<file path="config.mk">
export PLATFORM = sky130hd
export DESIGN_NAME = spc_ram
export DESIGN_NICKNAME = d
export VERILOG_FILES = /design/src/rtl/assert_macros.svh /design/src/rtl/spc_ram.sv
export SDC_FILE = /design/constraint.sdc
export NUM_CORES = 1
export LEC_CHECK = 0
export BUFFER_PORTS_ARGS = -buffer_cell sky130_fd_sc_hd__buf_4
export CAP_MARGIN = 5
export CORE_ASPECT_RATIO = 0.9
export CORE_MARGIN = 1.5
export CORE_UTILIZATION = 55
export CTS_CLUSTER_SIZE = 16
export DETAILED_ROUTE_END_ITERATION = 16
export PLACE_DENSITY = 0.73
export REMOVE_ABC_BUFFERS = 1
export SYNTH_ARGS = -nofsm -noshare
export SYNTH_HDL_FRONTEND = slang
export SYNTH_SLANG_ARGS = --single-unit
</file>
<file path="constraint.sdc">
create_clock -name clock -period 2.2 [get_ports clock]
set_clock_uncertainty 0.15 [all_clocks]
set_input_delay 0.11 -clock clock [delete_from_list [all_inputs] [get_ports clock]]
set_output_delay 0.11 -clock clock [all_outputs]
set_load 0.01 [all_outputs]
</file>
<file path="src/rtl/assert_macros.svh">
// Assertion helpers used by the page-cache directory RTL.
`ifndef ASSERT_MACROS_SVH
`define ASSERT_MACROS_SVH

// Check a property on every rising clock edge outside reset.
`define SPC_ASSERT(lbl, prop) \
   lbl: assert property (@(posedge clock) disable iff (reset) prop) \
      else $error("spc assertion failed");

// Check that a condition never holds outside reset.
`define SPC_NEVER(lbl, cond) \
   `SPC_ASSERT(lbl, !(cond))

`endif

</file>
<file path="src/rtl/spc_ram.sv">
module spc_ram #(
   parameter int WIDTH = 8,
   parameter int DEPTH = 16
) (
   input  logic                                       clock,
   input  logic                                       wr_en,
   input  logic [((DEPTH > 1) ? $clog2(DEPTH) : 1)-1:0] wr_addr,
   input  logic [WIDTH-1:0]                           wr_data,
   input  logic                                       rd_en,
   input  logic [((DEPTH > 1) ? $clog2(DEPTH) : 1)-1:0] rd_addr,
   output logic [WIDTH-1:0]                           rd_data
);

   logic [WIDTH-1:0] mem_ff [DEPTH];
   logic [WIDTH-1:0] rd_data_ff;

   // Write one row, register the read row
   always_ff @(posedge clock) begin
      if (wr_en) begin
         mem_ff[wr_addr] <= wr_data;
      end
      if (rd_en) begin
         rd_data_ff <= mem_ff[rd_addr];
      end
   end

   assign rd_data = rd_data_ff;

endmodule

</file>
==> results.yml, run 1 <==
status:
  status: "completed"
die:
  fp.coreArea_sq_um: 9170
  num_rows: 33
  die_x_um: 106
  io_pins: 27
  initial_core_util_pct: 57.0
  die_h_um: 95.5
  die_area_sq_um: 10100
timing:
  setup_viol: 0
  finalHoldViolations: 0
  fin_crit_ps: 1760
  timing.setup.tns_ps: 0
  rsz0062_at_grt: "no"
  max_freq_mhz: 567
  relSlewSlack_pct: 59.7
  tightest_slew_ps: 602
  finalCritPeriodShare_pct: 80.1
  drv_slew: 0
yosys:
  yosysMostFrequentCell: "edfxtp_1"
  ys_seq_area_share_pct: 78.1
  synth-xor-area-share_pct: 0
  synth_cell_types: 18
  synth_top_family_by_area: "multiplexers"
  synth_cells: 229
  yosys-top-cells-count: "edfxtp_1, mux4_2, a22oi_1"
  synth_fa_ha_area_share_pct: 0
  synth_simple_gate_area_share_pct: 3.14
  synth_area_sq_um: 5230
  ys.flop_type: "edfxtp_1"
  async_flop_share_pct: 0
  synth_top_area_cell: "edfxtp_1"
  avgSynthCellArea_sq_um: 22.8
  synth_edf_count: 136
  synthTopCellsByArea: "edfxtp_1, mux4_2, mux4_1"
  synth_compound_area_share_pct: 2.30
  synthMuxAreaShare_pct: 14.8
  netlist.area_leader.share_pct: 78.1
  ys_warn_count: 0
  synth-seq-cells: 136
min_path:
  hp-class: "in -> reg"
  hold_path_startpoint: "wr_addr[3]"
setup_path:
  crit_arrival_ps: 1840
  reg2reg_from: "mem_ff[9][4]$_DFFE_PP_"
  crit_type: "reg -> reg"
  crit_chain: "mux4_1 -> a22oi_1 -> nand2_1"
  cpPeakStageDelay_ps: 530
  critPathLaunchType: "flip-flop"
  startpoint: "mem_ff[9][4]$_DFFE_PP_"
  critPathSlowestCell: "mux4_1"
  worst_ep_required_time_ps: 2280
  critPathCaptureType: "flip-flop"
  path_max_fanout: 1
grt:
  overflow: 0
  top_usage_layer: "met2"
  grt_usage_pct: 21.9
  grt_pass1_vias: 2650
  grt_max_degree: 33
  grt.met1_usage_pct: 29.1
  met2_usage_pct: 35.9
  grtUsageMet3_pct: 5.74
  antenna_found_initial: 0
  grt_pass1_wl_um: 15100
power:
  power.density_nw_per_um2: 919
  power_w: 0.00579
  vdd_drop_max_mv: 0.471
  power_leakage_nw: 2.14
placed_design:
  place.gp.congestion: 0.717
  port_buffers: 26
  dp_hpwl_um: 5940
layout:
  fin_nets: 314
  final-seq-area_sq_um: 4080
  fin_util_pct: 68.7
  fillerInstances: 571
  multi_input_area_sq_um: 1060
  antenna_cells: 0
  area_growth_syn_to_layout_pct: 20.5
  drive_gt1_share_pct: 28.6
clock_tree:
  cts-root-buf: "clkbuf_8"
  clock_sinks: 136
  cts_tree: "yes"
  postCtsSetupBuffers: 0
  clk_pin_slew_ps: 60
  clk_latency_ps: 510
  htreeDepth: 4
  numCtsBuffers: 17
  clockBufferDepth: 2
drt:
  ant_nets: 0
  drc_errors: 0
  dr_total_vias: 2521
  via_per_inst: 5.86
  wire_per_inst_um: 23.1
  drt_iter0_drc: 192
  routed_wl_um: 9920
  drt-pass1-iter-count: 4
job:
  max-cap-violations: 0
==> report_power, final <==
group	internal (W)	switching (W)
Clock	0.00159	0.000961
Combinational	0.000141	0.000155
Sequential	0.00292	0.0000170
==> metal layers <==
layer  routed length [um]  part of all wire [%]
met1                 3940                    40
met2                 5100                    51
met5                    0                     0
met3                  777                   7.8
met4                  110                   1.1
==> area by class of cell <==
class,instances,share of cell area (%)
sequential,136,64.8
timing repair buffer,57,7.47
multi-input combinational,83,16.8
clock buffer,22,6.87
clock inverter,10,1.65
tap,122,2.42
==> cells by family (layout without fill, tap and decap cells) <==
family | Yosys count | in the layout
AND/OR/NAND/NOR | 35 | 35
buffers and inverters | 10 | 89
multiplexers | 32 | 32
AO/OA/AOI/OAI | 16 | 16
flip-flops | 136 | 136
==> worst paths after layout <==
check,endpoint,slack (ps),depth (start not counted)
setup / recovery,rd_data[4]$_DFFE_PP_,440,3
hold / removal,mem_ff[1][4]$_DFFE_PP_,90,4
setup reg to reg,rd_data[4]$_DFFE_PP_,440,3
hold reg to reg,rd_data[2]$_DFFE_PP_,600,3
==> flip-flops by register name, indices dropped and copies added, names as in the netlist <==
name     count
rd_data      8
mem_ff     128
==> worst max-delay path, delay by kind of cell, from the launching register on <==
kind / cells / cell delay (ps)
simple gates: 1 / 140
flops: 1 / 370
mux: 1 / 530
compound gates: 1 / 310
==> cell usage in the layout, fill, tap and decap left out <==
cell,synthesis,layout
and2_1,1,1
nor3_1,4,4
or3b_2,1,1
clkinv_1,0,3
mux4_1,14,14
nand3_1,1,1
nor2_1,13,13
and2b_1,1,1
clkinvlp_4,0,3
nand3b_1,2,2
bufinv_16,0,2
buf_4,1,44
nand2_1,9,9
nor2b_1,1,1
clkbuf_1,0,5
nand2b_1,2,2
clkinv_2,0,2
dlygate4sd3_1,0,12
clkbuf_16,0,16
mux4_2,18,18
a22oi_1,16,16
edfxtp_1,136,136
buf_12,0,1
clkbuf_8,0,1
==> repair_timing <==
action | in CTS | in global routing
gates resized for setup | 0 | 0
hold buffers | 12 | 0
hold endpoints to repair | 168 | 0
==> through the flow <==
stage | cell area [sq um] | hold slack [ps] | setup slack, ps | instances
floorplan | 5140 | 58.9 | 447 | 219
CTS | 6300 | 73.6 | 447 | 430
detailed placement | 5640 | 274 | 361 | 386
global placement | 5640 | 259 | 413 | 386
finish | 6300 | 87.5 | 437 | 430
global route | 6300 | 97.7 | 405 | 430
Power figures use the tool's default switching activity.
==> inputs of run 2 (changes only) <==
==> constraint.sdc (replaced) <==
create_clock -name clock -period 1.7 [get_ports clock]
set_clock_uncertainty 0.15 [all_clocks]
set_input_delay 0.085 -clock clock [delete_from_list [all_inputs] [get_ports clock]]
set_output_delay 0.085 -clock clock [all_outputs]
set_load 0.01 [all_outputs]
==> results.yml, run 2 (synthesized netlist as in run 1, its figures left out) <==
clock_tree:
  cts-root-buf: "clkbuf_8"
  clockBufferDepth: 2
  clk_latency_ps: 520
  clk_pin_slew_ps: 60
  postCtsSetupBuffers: 0
  htreeDepth: 4
  numCtsBuffers: 17
  cts_tree: "yes"
  clock_sinks: 136
setup_path:
  crit_chain: "mux4_1 -> a22oi_2 -> nand2_1"
  path_max_fanout: 1
  crit_arrival_ps: 1760
  startpoint: "mem_ff[10][4]$_DFFE_PP_"
  cpPeakStageDelay_ps: 530
  critPathCaptureType: "flip-flop"
  reg2reg_from: "mem_ff[10][4]$_DFFE_PP_"
  crit_type: "reg -> reg"
  cp_top_family: "multiplexers"
  critPathSlowestCell: "mux4_1"
  critPathLaunchType: "flip-flop"
  worst_ep_required_time_ps: 1810
  critical_path_buf_inv_count: 0
die:
  num_rows: 33
  fp.coreArea_sq_um: 9170
  die_h_um: 95.5
  initial_core_util_pct: 57.0
  die_area_sq_um: 10100
  io_pins: 27
  die_x_um: 106
placed_design:
  place_worst_setup_slack_ps: -50.3
  port_buffers: 26
  place.gp.congestion: 0.711
  dp_hpwl_um: 6280
layout:
  antenna_cells: 0
  area_growth_syn_to_layout_pct: 23.0
  largest-register: "mem_ff"
  fin_nets: 318
  largest_reg_flops: 128
  drive_gt1_share_pct: 32.1
  final_common_cell: "edfxtp_1"
  fin_util_pct: 70.1
  layout_common_cells: "edfxtp_1, buf_4, mux4_2"
drt:
  routed_wl_um: 9390
  wire_per_inst_um: 21.6
  ant_nets: 0
  drt-pass1-iter-count: 4
  via_per_inst: 5.75
  dr_total_vias: 2496
  drt_iter0_drc: 215
  drc_errors: 0
job:
  max-cap-violations: 0
grt:
  grt_pass1_wl_um: 14400
  grt.met1_usage_pct: 27.2
  overflow: 0
  grt_pass1_vias: 2544
  met2_usage_pct: 34.0
  antenna_found_initial: 0
  grtUsageMet3_pct: 6.02
  grt_max_degree: 17
  top_usage_layer: "met2"
  grt_usage_pct: 20.9
timing:
  fin_crit_ps: 1650
  finalCritPeriodShare_pct: 97.1
  tightest_slew_ps: 360
  finalHoldViolations: 0
  max_freq_mhz: 606
  setup_viol: 0
  drv_slew: 0
  finalWorstSetupSlack_ps: 49.0
  relSlewSlack_pct: 76.0
status:
  status: "completed"
power:
  power.density_nw_per_um2: 1210
  vdd_drop_max_mv: 0.743
  power_leakage_nw: 2.20
min_path:
  hold_path_startpoint: "wr_addr[3]"
  hp-class: "in -> reg"
==> run 2: cell types whose count changed in the layout (fill, tap and decap cells not counted), moves of 2 or more <==
cell,delta
clkbuf_1,-4
clkinv_1,-3
inv_6,+3
buf_12,+3
clkinv_4,+2
==> run 2: routing by layer <==
layer  vias up  routed length [um]
li1       1125                   -
met1      1264                3760
met2        96                4820
met3        11                 683
met4         0                 120
met5         -                   0
==> run 2: path summary, 6_finish.rpt <==
check,slack (ps),depth (start not counted),to
worst min-delay path,40,4,mem_ff[3][4]$_DFFE_PP_
worst max register to register,50,3,rd_data[4]$_DFFE_PP_
worst max-delay path,50,3,rd_data[4]$_DFFE_PP_
worst min register to register,610,3,rd_data[6]$_DFFE_PP_
==> run 2: worst min-delay path, stage by stage <==
cell and delay (ps):
buf_4 90, or3b_2 140, nor2_1 40, buf_4 170
==> run 2: cell type report <==
| class | instances | area [sq um] |
|---|---|---|
| multi-input combinational | 83 | 1060 |
| clock inverter | 14 | 174 |
| fill | 571 | 2740 |
| clock buffer | 18 | 418 |
| timing repair buffer | 61 | 538 |
| sequential | 136 | 4080 |
| tap | 122 | 153 |
==> run 2: through the flow <==
| stage | TNS [ps] | area, sq um | std cells | total power, W | hold WS (ps) |
|---|---|---|---|---|---|
| after floorplan | -223 | 5140 | 219 | 0.00402 | 33.9 |
| after global placement | -14.7 | 5710 | 390 | 0.00424 | 244 |
| after detailed placement | -82.8 | 5710 | 390 | 0.00425 | 249 |
| after CTS | 0 | 6420 | 434 | 0.00785 | 25.6 |
| after global routing | -6.93 | 6430 | 434 | 0.00801 | 69.7 |
| final | 0 | 6430 | 434 | 0.00779 | 44.7 |
==> run 2: where the power goes <==
part	internal [W]	switching (W)	leakage [nW]
Combinational	0.000198	0.000200	0.687
Sequential	0.00378	0.0000217	1.24
Clock	0.00224	0.00134	0.278
==> run 2: timing repair <==
item | 4_1_cts | 5_1_grt
resized for setup | 0 | 1
endpoints found under the setup margin | 0 | 1
hold endpoints to repair | 168 | 0
hold buffers | 12 | 0
==> inputs of run 3 (changes only) <==
--- a/config.mk
+++ b/config.mk
@@ -5,6 +5,7 @@
 export SDC_FILE = /design/constraint.sdc
 export NUM_CORES = 1
 export LEC_CHECK = 0
+export ABC_AREA = 1
 export BUFFER_PORTS_ARGS = -buffer_cell sky130_fd_sc_hd__buf_4
 export CAP_MARGIN = 5
 export CORE_ASPECT_RATIO = 0.9
==> results.yml, run 3 <==
status:
  status: "completed"
setup_path:
  crit_type: "reg -> reg"
  critPathLaunchType: "flip-flop"
  crit_arrival_ps: 1320
  cpPeakStageDelay_ps: 390
  critPathSlowestCell: "edfxtp_1"
  rrSetupSlack_ps: 390
  critical_path_buf_inv_count: 1
  path_common_cell: "nand3_1"
  path_max_fanout: 1
  worst_ep_required_time_ps: 1710
  crit_chain: "inv_1 -> nand2_1 -> nand3_1 -> nand3_1 -> nand3_1 -> nand2_1"
  cp_top_family: "simple AND/OR/NAND/NOR gates"
  critPathCaptureType: "flip-flop"
grt:
  grt.met1_usage_pct: 30.8
  antenna_found_initial: 0
  grt_usage_pct: 23.8
  grt_pass1_vias: 3844
  grt_pass1_wl_um: 20000
  overflow: 0
  grtUsageMet3_pct: 5.29
  grt_max_degree: 65
  met2_usage_pct: 40.4
  top_usage_layer: "met2"
die:
  io_pins: 27
  die_x_um: 112
  die_h_um: 101
  num_rows: 35
  fp.coreArea_sq_um: 10300
  die_area_sq_um: 11300
  initial_core_util_pct: 56.8
yosys:
  avgSynthCellArea_sq_um: 10.6
  synth_area_sq_um: 5850
  yosys-top-cells-count: "nand2_1, edfxtp_1, inv_1"
  synth-seq-cells: 136
  yosysMostFrequentCell: "nand2_1"
  synth_top_area_cell: "edfxtp_1"
  synth_cells: 551
  ys.flop_type: "edfxtp_1"
  synth_cell_types: 11
  ys_warn_count: 0
  async_flop_share_pct: 0
  ys_seq_area_share_pct: 69.8
  netlist.area_leader.share_pct: 69.8
  synthTopCellsByArea: "edfxtp_1, nand2_1, nand3_1"
  synth_edf_count: 136
timing:
  finalHoldViolations: 0
  relSlewSlack_pct: 73.2
  rsz0062_at_grt: "no"
  drv_slew: 0
  tightest_slew_ps: 402
  holdWs_ps: 42.4
  setup_viol: 0
  timing.setup.tns_ps: 0
  fin_crit_ps: 1310
  max_freq_mhz: 766
  finalCritPeriodShare_pct: 76.8
power:
  power_w: 0.00790
  power_leakage_nw: 3.00
  vdd_drop_max_mv: 0.606
  power.density_nw_per_um2: 1140
clock_tree:
  cts_tree: "yes"
  clockBufferDepth: 2
  numCtsBuffers: 17
  clk_latency_ps: 420
  clk_pin_slew_ps: 60
  htreeDepth: 4
  clock_sinks: 136
  cts-root-buf: "clkbuf_16"
drt:
  wire_per_inst_um: 16.7
  dr_total_vias: 3886
  drt-pass1-iter-count: 8
  drc_errors: 0
  ant_nets: 0
  routed_wl_um: 12400
  via_per_inst: 5.22
  drt_iter0_drc: 400
placed_design:
  dp_cells: 704
  placed_area_sq_um: 6240
  port_buffers: 26
  place.gp.congestion: 0.822
  dp_hpwl_um: 7370
layout:
  design_area_sq_um: 6930
  area_growth_syn_to_layout_pct: 18.4
  antenna_cells: 0
  fin_cells: 745
  drive_gt1_share_pct: 12.8
  final_common_cell: "nand2_1"
  layout_common_cells: "nand2_1, edfxtp_1, inv_1"
  largest-register: "mem_ff"
  largest_reg_flops: 128
  fin_nets: 623
min_path:
  hp-class: "in -> reg"
job:
  max-cap-violations: 0
==> run 3: changes by cell type in the layout (fill, tap and decap cells not counted), moves of 4 or more <==
cell / delta
mux4_2: -18
inv_1: +100
a22oi_1: -15
nand2_1: +164
nor2_1: +4
mux4_1: -14
nor3_1: -4
nand3_1: +96
==> run 3: metrics by stage <==
step	utilization (%)	setup slack, ps
2_1_floorplan	-	344
3_3_place_gp	60.6	286
3_5_place_dp	60.6	276
4_1_cts	67.3	383
5_1_grt	67.3	325
6_report	67.3	395
==> run 3: cells by family after synthesis <==
logic type | synth area share (%)
buffers and inverters | 9.39
DFF | 69.8
and+or+nand+nor | 20.8
==> run 3: layout make-up <==
| cell class | count | area [sq um] |
|---|---|---|
| flip-flops and latches | 136 | 4080 |
| clock inverters | 13 | 156 |
| multi-input cells | 289 | 1210 |
| well taps | 129 | 161 |
| repair buffers | 58 | 498 |
| fillers | 739 | 3370 |
| inverters | 102 | 383 |
| clock buffers | 18 | 429 |
==> run 3: repair_timing <==
action,in CTS,in global routing
resized for setup,0,0
hold endpoints to repair,140,0
setup buffers,0,0
hold buffers,10,0
==> run 3: path summary, 6_finish.rpt <==
kind | cells after the start | startpoint | to
worst max-delay path | 6 | mem_ff[8][1]$_DFFE_PP_ | rd_data[1]$_DFFE_PP_
worst min-delay path | 5 | rd_addr[2] | rd_data[4]$_DFFE_PP_
worst max register to register | 6 | mem_ff[8][1]$_DFFE_PP_ | rd_data[1]$_DFFE_PP_
worst min register to register | 6 | mem_ff[2][6]$_DFFE_PP_ | rd_data[6]$_DFFE_PP_
==> run 3: per-layer routing <==
metal  up-vias  share of wire [%]  wire length (um)
met1      1831                 41              5040
met5         -                  0                 0
li1       1886                  -                 -
met3        27                7.5               930
met2       142                 50              6210
met4         0                1.9               231
==> run 3: worst reg2reg max path: stages (launching register included) <==
cell	delay, ps
edfxtp_1	390
inv_1	90
nand2_1	80
nand3_1	100
nand3_1	90
nand3_1	100
nand2_1	60
==> run 3: power by group <==
| part | internal (W) | total, W | switching [W] | leakage, nW |
|---|---|---|---|---|
| logic | 0.000174 | 0.000488 | 0.000314 | 1.49 |
| registers | 0.00378 | 0.00380 | 0.0000232 | 1.24 |
| clock network | 0.00228 | 0.00361 | 0.00133 | 0.275 |
